### src/sv/esu_pkg.sv
package esu_pkg;

    localparam int MAX_RES   = 5;
    localparam int RES_CNT_W = $clog2(MAX_RES + 1);

    typedef enum logic [1:0] {
        ST_DATA = 2'd0,
        ST_END  = 2'd1,
        ST_BAD  = 2'd2,
        ST_CODE = 2'd3
    } t_status;

    typedef struct packed {
        logic [7:0] data;
        t_status    status;
        logic       last;
    } t_res;

    typedef struct packed {
        logic [RES_CNT_W-1:0]  cnt;
        t_res [MAX_RES-1:0]    ent;
    } t_batch;

endpackage

### src/sv/esu_channels.sv
interface esu_in_if;
    logic       valid;
    logic       ready;
    logic [7:0] in_byte;
    logic       is_end;

    modport source (output valid, output in_byte, output is_end, input ready);
    modport sink   (input valid, input in_byte, input is_end, output ready);
endinterface

interface esu_out_if;
    logic       valid;
    logic       ready;
    logic [7:0] out_byte;
    logic [1:0] status;
    logic       last;

    modport source (output valid, output out_byte, output status, output last, input ready);
    modport sink   (input valid, input out_byte, input status, input last, output ready);
endinterface

### src/sv/esu_decode.sv
module esu_decode import esu_pkg::*; (
    input  logic       i_clk,
    input  logic       i_rst_n,
    input  logic       i_take,
    input  logic [7:0] i_byte,
    input  logic       i_end,
    output t_batch     o_batch
);

    typedef enum logic [2:0] {
        M_NORMAL  = 3'd0,
        M_ESCAPE  = 3'd1,
        M_PLUS    = 3'd2,
        M_DIGITS  = 3'd3,
        M_DISCARD = 3'd4
    } t_mode;

    localparam logic [7:0] CH_BSLASH = 8'h5C;
    localparam logic [7:0] CH_PLUS   = 8'h2B;
    localparam logic [7:0] CH_LO_U   = 8'h75;
    localparam logic [7:0] CH_UP_U   = 8'h55;
    localparam logic [3:0] DIGITS_NARROW = 4'd4;
    localparam logic [3:0] DIGITS_WIDE   = 4'd8;

    typedef struct packed {
        logic                 ok;
        logic [2:0]           cnt;
        logic [3:0][7:0]      bytes;
    } t_utf8;

    t_mode       r_mode, n_mode;
    logic        r_wide, n_wide;
    logic [3:0]  r_dcnt, n_dcnt;
    logic [31:0] r_cp,   n_cp;

    function automatic logic [4:0] hex_value(input logic [7:0] b);
        logic [4:0] v;
        v = 5'd0;
        if (b >= 8'h30 && b <= 8'h39) begin
            v = {1'b1, 4'(b - 8'h30)};
        end else if (b >= 8'h61 && b <= 8'h66) begin
            v = {1'b1, 4'(b - 8'h57)};
        end else if (b >= 8'h41 && b <= 8'h46) begin
            v = {1'b1, 4'(b - 8'h37)};
        end
        return v;
    endfunction

    function automatic logic [7:0] esc_map(input logic [7:0] b);
        logic [7:0] v;
        unique case (b)
            8'h61:   v = 8'd7;
            8'h62:   v = 8'd8;
            8'h66:   v = 8'd12;
            8'h6E:   v = 8'd10;
            8'h72:   v = 8'd13;
            8'h74:   v = 8'd9;
            8'h76:   v = 8'd11;
            default: v = b;
        endcase
        return v;
    endfunction

    function automatic t_utf8 utf8_encode(input logic [31:0] c);
        t_utf8 e;
        e = '0;
        e.ok = !(c > 32'h0010_FFFF || (c >= 32'h0000_D800 && c <= 32'h0000_DFFF));
        if (c < 32'h80) begin
            e.cnt      = 3'd1;
            e.bytes[0] = c[7:0];
        end else if (c < 32'h800) begin
            e.cnt      = 3'd2;
            e.bytes[0] = {3'b110, c[10:6]};
            e.bytes[1] = {2'b10, c[5:0]};
        end else if (c < 32'h1_0000) begin
            e.cnt      = 3'd3;
            e.bytes[0] = {4'b1110, c[15:12]};
            e.bytes[1] = {2'b10, c[11:6]};
            e.bytes[2] = {2'b10, c[5:0]};
        end else begin
            e.cnt      = 3'd4;
            e.bytes[0] = {5'b11110, c[20:18]};
            e.bytes[1] = {2'b10, c[17:12]};
            e.bytes[2] = {2'b10, c[11:6]};
            e.bytes[3] = {2'b10, c[5:0]};
        end
        return e;
    endfunction

    logic            w_end;
    logic [4:0]      w_hex;
    logic [31:0]     w_cp_shift;
    logic [3:0]      w_dcnt_inc;
    t_utf8           w_enc;

    assign w_end      = i_end || (i_byte == 8'h00);
    assign w_hex      = w_end ? 5'd0 : hex_value(i_byte);
    assign w_cp_shift = {r_cp[27:0], w_hex[3:0]};
    assign w_dcnt_inc = r_dcnt + 4'd1;
    assign w_enc      = utf8_encode(w_hex[4] ? w_cp_shift : r_cp);

    always_comb begin
        logic tail;
        n_mode  = r_mode;
        n_wide  = r_wide;
        n_dcnt  = r_dcnt;
        n_cp    = r_cp;
        o_batch = '0;
        tail    = 1'b0;

        unique case (r_mode)
            M_ESCAPE: begin
                if (w_end) begin
                    o_batch.ent[0] = '{data: 8'd0, status: ST_BAD, last: 1'b1};
                    o_batch.cnt    = RES_CNT_W'(1);
                    n_mode         = M_NORMAL;
                end else if (i_byte == CH_LO_U || i_byte == CH_UP_U) begin
                    n_wide = (i_byte == CH_UP_U);
                    n_mode = M_PLUS;
                end else begin
                    o_batch.ent[0] = '{data: esc_map(i_byte), status: ST_DATA, last: 1'b0};
                    o_batch.cnt    = RES_CNT_W'(1);
                    n_mode         = M_NORMAL;
                end
            end
            M_PLUS: begin
                if (!w_end && i_byte == CH_PLUS) begin
                    n_dcnt = 4'd0;
                    n_cp   = 32'd0;
                    n_mode = M_DIGITS;
                end else begin
                    o_batch.ent[0] = '{data: 8'd0, status: ST_BAD, last: 1'b1};
                    o_batch.cnt    = RES_CNT_W'(1);
                    n_mode         = w_end ? M_NORMAL : M_DISCARD;
                end
            end
            M_DIGITS: begin
                if (w_hex[4]) begin
                    n_cp   = w_cp_shift;
                    n_dcnt = w_dcnt_inc;
                    if (w_dcnt_inc >= (r_wide ? DIGITS_WIDE : DIGITS_NARROW)) begin
                        if (w_enc.ok) begin
                            for (int k = 0; k < 4; k++) begin
                                o_batch.ent[k] = '{data: w_enc.bytes[k], status: ST_DATA,
                                                   last: 1'b0};
                            end
                            o_batch.cnt = RES_CNT_W'(w_enc.cnt);
                            n_mode      = M_NORMAL;
                        end else begin
                            o_batch.ent[0] = '{data: 8'd0, status: ST_CODE, last: 1'b1};
                            o_batch.cnt    = RES_CNT_W'(1);
                            n_mode         = M_DISCARD;
                        end
                    end
                end else if (!w_enc.ok) begin
                    o_batch.ent[0] = '{data: 8'd0, status: ST_CODE, last: 1'b1};
                    o_batch.cnt    = RES_CNT_W'(1);
                    n_mode         = w_end ? M_NORMAL : M_DISCARD;
                end else begin
                    for (int k = 0; k < 4; k++) begin
                        o_batch.ent[k] = '{data: w_enc.bytes[k], status: ST_DATA, last: 1'b0};
                    end
                    o_batch.cnt = RES_CNT_W'(w_enc.cnt);
                    n_mode      = M_NORMAL;
                    tail        = 1'b1;
                end
            end
            M_DISCARD: begin
                if (w_end) begin
                    n_mode = M_NORMAL;
                end
            end
            default: begin
                n_mode = M_NORMAL;
                tail   = 1'b1;
            end
        endcase

        if (tail) begin
            if (w_end) begin
                o_batch.ent[o_batch.cnt] = '{data: 8'd0, status: ST_END, last: 1'b1};
                o_batch.cnt              = o_batch.cnt + RES_CNT_W'(1);
            end else if (i_byte == CH_BSLASH) begin
                n_mode = M_ESCAPE;
            end else begin
                o_batch.ent[o_batch.cnt] = '{data: i_byte, status: ST_DATA, last: 1'b0};
                o_batch.cnt              = o_batch.cnt + RES_CNT_W'(1);
            end
        end
    end

    always_ff @(posedge i_clk) begin
        if (!i_rst_n) begin
            r_mode <= M_NORMAL;
            r_wide <= 1'b0;
            r_dcnt <= 4'd0;
            r_cp   <= 32'd0;
        end else if (i_take) begin
            r_mode <= n_mode;
            r_wide <= n_wide;
            r_dcnt <= n_dcnt;
            r_cp   <= n_cp;
        end
    end

endmodule

### src/sv/escape_sequence_unquoter_core.sv
// The first result of a word is presented in the cycle after the word is accepted.
// One word per cycle while each word yields at most one result and o_out is ready; a word
// that yields several results holds the input while the result buffer drains.
// Reset: synchronous, active low; returns the parser to plain text and empties the
// result buffer.
module escape_sequence_unquoter_core import esu_pkg::*; (
    input  logic         i_clk,
    input  logic         i_rst_n,
    esu_in_if.sink       i_in,
    esu_out_if.source    o_out
);

    t_batch                w_batch;
    logic                  w_accept;
    logic                  w_pop;
    t_res [MAX_RES-1:0]    r_buf, n_buf;
    logic [RES_CNT_W-1:0]  r_rem, n_rem;

    assign w_pop      = o_out.valid && o_out.ready;
    assign i_in.ready = (r_rem == '0) || (r_rem == RES_CNT_W'(1) && o_out.ready);
    assign w_accept   = i_in.valid && i_in.ready;

    esu_decode u_decode (
        .i_clk   (i_clk),
        .i_rst_n (i_rst_n),
        .i_take  (w_accept),
        .i_byte  (i_in.in_byte),
        .i_end   (i_in.is_end),
        .o_batch (w_batch)
    );

    always_comb begin
        n_buf = r_buf;
        n_rem = r_rem;
        if (w_accept) begin
            n_buf = w_batch.ent;
            n_rem = w_batch.cnt;
        end else if (w_pop) begin
            for (int k = 0; k < MAX_RES - 1; k++) begin
                n_buf[k] = r_buf[k + 1];
            end
            n_buf[MAX_RES-1] = '0;
            n_rem            = r_rem - RES_CNT_W'(1);
        end
    end

    always_ff @(posedge i_clk) begin
        if (!i_rst_n) begin
            r_rem <= '0;
        end else begin
            r_rem <= n_rem;
        end
    end

    always_ff @(posedge i_clk) begin
        r_buf <= n_buf;
    end

    assign o_out.valid    = (r_rem != '0);
    assign o_out.out_byte = r_buf[0].data;
    assign o_out.status   = r_buf[0].status;
    assign o_out.last     = r_buf[0].last;

endmodule

### src/flat_wrapper.sv
// flat-port wrapper written by rule: the top's interface ports become plain ports
module escape_sequence_unquoter_core_flat import esu_pkg::*;
  (i_clk, i_rst_n, i_in_valid, i_in_in_byte, i_in_is_end, i_in_ready, o_out_valid, o_out_out_byte, o_out_status, o_out_last, o_out_ready);
  esu_in_if i_in_i ();
  esu_out_if o_out_i ();
  input  logic i_clk;
  input  logic i_rst_n;
  input wire logic [$bits(i_in_i.valid)-1:0] i_in_valid;
  input wire logic [$bits(i_in_i.in_byte)-1:0] i_in_in_byte;
  input wire logic [$bits(i_in_i.is_end)-1:0] i_in_is_end;
  output wire logic [$bits(i_in_i.ready)-1:0] i_in_ready;
  output wire logic [$bits(o_out_i.valid)-1:0] o_out_valid;
  output wire logic [$bits(o_out_i.out_byte)-1:0] o_out_out_byte;
  output wire logic [$bits(o_out_i.status)-1:0] o_out_status;
  output wire logic [$bits(o_out_i.last)-1:0] o_out_last;
  input wire logic [$bits(o_out_i.ready)-1:0] o_out_ready;
  assign i_in_i.valid = i_in_valid;
  assign i_in_i.in_byte = i_in_in_byte;
  assign i_in_i.is_end = i_in_is_end;
  assign i_in_ready = i_in_i.ready;
  assign o_out_valid = o_out_i.valid;
  assign o_out_out_byte = o_out_i.out_byte;
  assign o_out_status = o_out_i.status;
  assign o_out_last = o_out_i.last;
  assign o_out_i.ready = o_out_ready;
  escape_sequence_unquoter_core u_core (.i_clk(i_clk), .i_rst_n(i_rst_n), .i_in(i_in_i), .o_out(o_out_i));
endmodule
### config.mk
export PLATFORM = sky130hd
export DESIGN_NAME = escape_sequence_unquoter_core_flat
export DESIGN_NICKNAME = d
export VERILOG_FILES = /design/src/sv/esu_pkg.sv /design/src/sv/esu_channels.sv /design/src/sv/esu_decode.sv /design/src/sv/escape_sequence_unquoter_core.sv /design/src/flat_wrapper.sv
export SDC_FILE = /design/constraint.sdc
export NUM_CORES = 1
export LEC_CHECK = 0
export BUFFER_PORTS_ARGS = -buffer_cell sky130_fd_sc_hd__buf_2
export CAP_MARGIN = 20
export CORE_MARGIN = 3
export CORE_UTILIZATION = 58
export CTS_BUF_LIST = sky130_fd_sc_hd__clkbuf_4 sky130_fd_sc_hd__clkbuf_8
export DETAILED_ROUTE_END_ITERATION = 16
export PLACE_DENSITY = 0.76
export SYNTH_ARGS = -nofsm -noshare
export SYNTH_HDL_FRONTEND = slang
export SYNTH_SLANG_ARGS = --single-unit
export TNS_END_PERCENT = 50
### constraint.sdc
create_clock -name i_clk -period 6.85 [get_ports i_clk]
set_clock_uncertainty 0.2 [all_clocks]
set_input_delay 0.3425 -clock i_clk [delete_from_list [all_inputs] [get_ports i_clk]]
set_output_delay 0.3425 -clock i_clk [all_outputs]
set_load 0.005 [all_outputs]
## Word-level counts from Yosys, hierarchy flattened

Cells that the tools add are included.

| word-level totals | value |
|---|---|
| register bits | 98 |
| input port bits | 13 |
| output and inout port bits | 13 |

| operators by class | value |
|---|---|
| add/sub/neg operators | 6 |
| $lt $le $gt $ge | 15 |
| eq/ne operators | 18 |
| multiplexer cells | 65 |
| bitwise logic cells | 4 |
| reductions and logical operators | 23 |

Operators with widths:

| kind | number |
|---|---|
| $mux 58 | 3 |
| $mux 55 | 2 |
| $mux 44 | 2 |
| $eq 8x7->1 const B | 10 |
| $mux 24 | 3 |
| $mux 33 | 2 |
| $mux 32 | 2 |
| $pmux 32 s2 | 1 |
| $mux 3 | 19 |
| $pmux 8 s7 | 1 |
| $bwmux 55 | 1 |
| $and 36x45->45 | 1 |
| $not 45->45 | 1 |
| $mux 11 | 4 |
| $demux 11 s3 | 1 |
| $pmux 11 s3 | 1 |
| $ge 32x16->1 const B | 1 |
| $gt 32x21->1 const B | 1 |
| $le 32x16->1 const B | 1 |
| $lt 32x12->1 const B | 1 |
| $lt 32x17->1 const B | 1 |
| $lt 32x8->1 const B | 1 |
| $mux 16 | 2 |
| $mux 22 | 1 |
| 38 further kinds | 68 |

## Logic depth before layout (Yosys ltp)

| depth | value |
|---|---|
| depth in word-level cells | 24 |
| mapped depth | 15 |

## Modules after synthesis

A second synthesis with hierarchy kept.

| second synthesis, totals | value |
|---|---|
| cells, all modules | 684 |
| area total of the unflattened synthesis | 6737.7 µm² |

Modules (own cells, without submodules):

| module | times used | cells an instance | area each (µm²) | seq. area each (µm²) |
|---|---|---|---|---|
| esu_decode | 1 | 519 | 3892.5 | 800.8 |
| escape_sequence_unquoter_core | 1 | 165 | 2845.2 | 1711.6 |

## Least setup slack after synthesis

No wires, ideal clock.

| timing | value |
|---|---|
| kind | input to register |
| from | input port i_in_in_byte[0] |
| to | register u_core.r_rem[1] |
| arrival | 2996 ps |
| data required time | 6518 ps |
| path slack | 3521 ps |
| cell stages on the path | 15 |
| path buffers | 1 |
| path through | clkbuf_1 > inv_1 > ha_1 > nor3b_1 > a21oi_1 > o21ai_2 > mux2_2 > a221oi_2 > nor2_2 > inv_4 > ha_1 > nand2_1 > o22ai_1 > mux2i_1 > a21oi_1 |

| between the ends | value |
|---|---|
| longest elaborated chain between the ends | 20 |

RTL lines:

| item | RTL line | RTL |
|---|---|---|
| start, declared | flat_wrapper.sv:9 | `input wire logic [$bits(i_in_i.in_byte)-1:0] i_in_in_byte;` |
| $ge 8x7->1 or $le 8x7->1 (tied branches) | esu_decode.sv:43 | `end else if (b >= 8'h41 && b <= 8'h46) begin` |
| $logic_and 1x1->1 | esu_decode.sv:43 |  |
| $mux 5 | esu_decode.sv:43 |  |
| $mux 5 | esu_decode.sv:41 | `end else if (b >= 8'h61 && b <= 8'h66) begin` |
| $mux 5 | esu_decode.sv:39 | `if (b >= 8'h30 && b <= 8'h39) begin` |
| $mux 5 | esu_decode.sv:97 | `assign w_hex = w_end ? 5'd0 : hex_value(i_byte);` |
| $mux 32 | - |  |
| $lt 32x17->1 | esu_decode.sv:75 | `end else if (c < 32'h1_0000) begin` |
| [... 4 more ...] | - |  |
| $mux 3 | esu_decode.sv:141 | `if (w_dcnt_inc >= (r_wide ? DIGITS_WIDE : DIGITS_NARROW)) begin` |
| $mux 3 | esu_decode.sv:138 | `if (w_hex[4]) begin` |
| $pmux 3 s3 | esu_decode.sv:111 | `unique case (r_mode)` |
| $add 3x1->3 | esu_decode.sv:182, esu_decode.sv:187 |  |
| $mux 58 | esu_decode.sv:183 | `end else if (i_byte == CH_BSLASH) begin` |
| $mux 58 | esu_decode.sv:180 | `if (w_end) begin` |
| $mux 58 (*) | esu_decode.sv:179 | `if (tail) begin` |
| $mux 3 (*) | escape_sequence_unquoter_core.sv:35 | `if (w_accept) begin` |
| end signal, assigned | escape_sequence_unquoter_core.sv:51 | `r_rem <= n_rem;` |
| end, declared | escape_sequence_unquoter_core.sv:17 | `logic [RES_CNT_W-1:0] r_rem, n_rem;` |

Every way passes the cells marked *; elsewhere a longest branch is shown, timed or not.
A chain may end at the register's enable or synchronous reset.

==> metrics.md <==
| Metric | Value |
|---|---|
| Status | `finished, final reports clean` |
| Setup crit end kind | `flop` |
| WL final | `17600 microns` |
| CP delay by family, top | `compound AO/OA/AOI/OAI gates` |
| Register area share after synthesis | `37.4%` |
| H-tree depth | `3` |
| Seq pwr share | `between 40% and 50%` |
| Root Buffer Master | `clkbuf_8` |
| Slowest CP cell | `o21a_1` |
| Most frequent cells in the layout | `nand2_1, nor2_1, a21oi_1, edfxtp_1, dfxtp_1` |
| Sum Neg Setup Slack | `0 ns` |
| Final min period | `3.83 ns` |
| Via/cell ratio | `~6.7` |
| Reg-to-reg slack, setup | `~3 ns` |
| DR WL/cell | `roughly 22 microns` |
| N_diodes | `0` |
| Final Slew Violations | `0` |
| # nets final | `691` |
| First-pass GRT wire length | `roughly 28000 microns` |
| Core Area | `0.0100 sq mm` |
| Clock Latency Late Sink | `0.38 ns` |
| Crit path cell chain | `buf_2, inv_1, ha_1, o21bai_1, a21oi_1, o21a_1, mux2i_1, o22ai_1, a21oi_1, o21ai_0, a32o_1` |
| Worst-path fanout max | `23` |
| Detail Route Antenna Nets | `0` |
| Arr. time, crit path | `3.77 ns` |
| Least-Margin Pin Slew | `1.03 ns` |
| Pre-CTS WS | `2.76 ns` |
| Crit Path Category | `input port to flop` |
| Net Count, Synth | `between 700 and 800` |
| Vias in the first global route | `4942` |
| Crit share post-route | `a little under three fifths` |
| Worst-path clk slew | `0.10 ns` |
| P&R area growth vs syn | `3.85%` |
| Mapped Area | `0.00608 sq mm` |
| Worst setup SP type | `input port` |
| Die Ht | `about 110 microns` |
| Bufs on Longest Clock Path | `2` |
| Post-synth EDFFs | `47` |
| Number of remaining DRC errors | `0` |
| Die width | `between 100 and 150 microns` |
| Ys flop type | `edfxtp_1` |
| Most common cell on crit path | `a21oi_1` |
| Unrepaired setup endpoints after global routing | `false` |
| Initial core utilization | `60.8%` |
| WP buf/inv | `2` |
| Port Buf Inserts | `25` |
| First-pass detailed-route iteration total | `5` |
| Gr usage total | `31.5%` |
| Layout cells sized above 1 | `around 16%` |
| Setup violators final | `0` |
| Flops & latches, synth | `90` |
| Die area | `about 0.012 sq mm` |
| Post-CTS Repair Setup Buffers | `0` |
| Critical Path RT | `between 6 and 7 ns` |
| Pin count of the biggest net entering global routing | `50` |
| P_int | `1.22 mW` |
| Max Cap Violations | `0` |
| Total clock sinks | `90` |
| Post_cts resized | `0` |
| GPL Wtd Cong | `approximately 1.0` |
| HP Class | `input port to flop` |
| Synth unique cells | `95` |
| Dpl hpwl | `12600 microns` |
| Syn avg cell area | `just under 9 sq um` |
| Combinational power share | `37.2%` |
| Hold-fix buffers, CTS | `0` |
| Grt ovf | `0` |
| Cells after DPL | `slightly below 800` |
| CTS tree | `built` |
| Antenna violations before repair | `0` |
| Max incr delay on CP | `approximately 0.85 ns` |
| Syn Inst Count | `681` |
| Psw | `roughly 0.75 mW` |
| Total CTS buffers | `9` |
| Clk pwr share | `20.2%` |
| Peak VDD IR | `221 uV` |
| DRC marker count from the first detailed-route iteration | `590` |
| PD cells | `312 mW/mm^2` |
| Final WS setup | `just over 3 ns` |
| Row cnt | `36` |
| Fin. Hold Viols | `0` |
| I/O Pins | `26` |
| Syn. warnings | `0` |
| Pleak | `2.31 nW` |
| Cell taking the most area after synthesis | `edfxtp_1` |
| Share of the synthesized area in the top cell type | `23.2%` |
| Worst hold slack | `0.0199 ns` |
| Final Non-Filler Cells | `around 800` |
| Relative slew margins | `a little under a third` |
| Async SR Flop Fraction | `0%` |
| Via count | `5386` |
| Area contributors post-synth | `edfxtp_1, dfxtp_1, nand2_1` |
| Max frequency | `roughly 260 MHz` |
| Net Sw Frac | `roughly two fifths` |
## logic make-up after synthesis
group	count (synthesis)	synth area share, %
buffers and inverters	73	6.13
XOR/XNOR	4	0.576
AND/OR/NAND/NOR	262	23.3
flip-flops	90	37.4
adder cells (fa/ha/maj)	13	2.67
AO/OA/AOI/OAI	218	25.8
multiplexers	21	4.22
## area by class of cell
class,count,area [sq um]
Fill cell,871,3680
Clock buffer,9,124
Sequential cell,90,2270
Timing Repair Buffer,32,178
Clock inverter,7,83.8
Inverter,14,55.1
Multi-Input combinational cell,518,3440
Tap cell,133,166
## synth_stat cells, types with 3 or more instances
| master | number |
|---|---|
| nor3b_1 | 3 |
| nor4_1 | 5 |
| and2_1 | 5 |
| a21oi_1 | 48 |
| nor4_4 | 3 |
| or4_4 | 5 |
| nand3b_1 | 3 |
| clkbuf_1 | 29 |
| o211ai_1 | 4 |
| nor2_1 | 76 |
| mux2i_1 | 14 |
| buf_2 | 10 |
| nand2_1 | 76 |
| mux2i_4 | 3 |
| or3_1 | 8 |
| a31oi_1 | 11 |
| a311oi_1 | 3 |
| a32o_1 | 4 |
| and3_1 | 13 |
| a22oi_1 | 37 |
| o22ai_1 | 12 |
| nand4_1 | 3 |
| dfxtp_1 | 43 |
| o21ai_2 | 4 |
| o31ai_1 | 4 |
| ha_1 | 13 |
| buf_4 | 12 |
| a211oi_1 | 5 |
| o221ai_1 | 3 |
| o21a_1 | 4 |
| or2_2 | 4 |
| a21o_1 | 3 |
| inv_1 | 13 |
| buf_6 | 5 |
| nand2b_1 | 10 |
| mux2_2 | 3 |
| o21ai_1 | 6 |
| o21ai_0 | 33 |
| xnor2_1 | 4 |
| edfxtp_1 | 47 |
| nor2b_1 | 5 |
| o211ai_2 | 3 |
| nand3_1 | 11 |
| nor3_1 | 7 |
## flip-flops by register name, indices dropped and copies added, names as in the netlist
| signal | flops |
|---|---|
| u_core.u_decode.r_dcnt | 4 |
| u_core.u_decode.r_wide | 1 |
| u_core.r_buf | 36 |
| u_core.r_rem | 3 |
| u_core.u_decode.r_cp | 32 |
| u_core.o_out.last | 1 |
| u_core.o_out.out_byte | 8 |
| u_core.u_decode.r_mode | 3 |
| u_core.o_out.status | 2 |
## through the flow
step / cell area (sq um) / power (mW) / utilization [%]
floorplan: 6080 / 1.39 / -
global placement: 6110 / 1.55 / 61.1
detailed placement: 6110 / 1.57 / 61.1
CTS: 6320 / 1.96 / 63.2
global route: 6320 / 2.09 / 63.2
finish: 6320 / 1.97 / 63.2
## final timing paths
kind	from	to	depth (start not counted)
worst max-delay path	i_in_in_byte[1]	u_core.o_out.out_byte[2]	11
worst min-delay path	i_rst_n	u_core.u_decode.r_mode[0]	2
worst max register to register	u_core.u_decode.r_cp[16]	u_core.r_buf[40]	8
worst min register to register	u_core.u_decode.r_cp[28]	u_core.u_decode.r_cp[28]	2
## power by group through the flow
| stage | registers [mW] | logic (mW) | clock network [mW] |
|---|---|---|---|
| 2_1_floorplan | 0.831 | 0.558 | 0 |
| 5_1_grt | 0.855 | 0.813 | 0.427 |
| 4_1_cts | 0.841 | 0.720 | 0.400 |
| 3_3_place_gp | 0.850 | 0.702 | 0 |
| 3_5_place_dp | 0.853 | 0.719 | 0 |
| 6_report | 0.840 | 0.731 | 0.397 |
## layer usage
| metal | vias to the layer above | GRT usage (%) | part of all wire (%) |
|---|---|---|---|
| li1 | 2505 | - | - |
| met1 | 2543 | 44.6 | 43 |
| met2 | 288 | 48.9 | 46 |
| met3 | 50 | 4.60 | 7.5 |
| met4 | 0 | 11.7 | 3.4 |
| met5 | - | 0 | 0 |
Power figures use the tool's default switching activity.
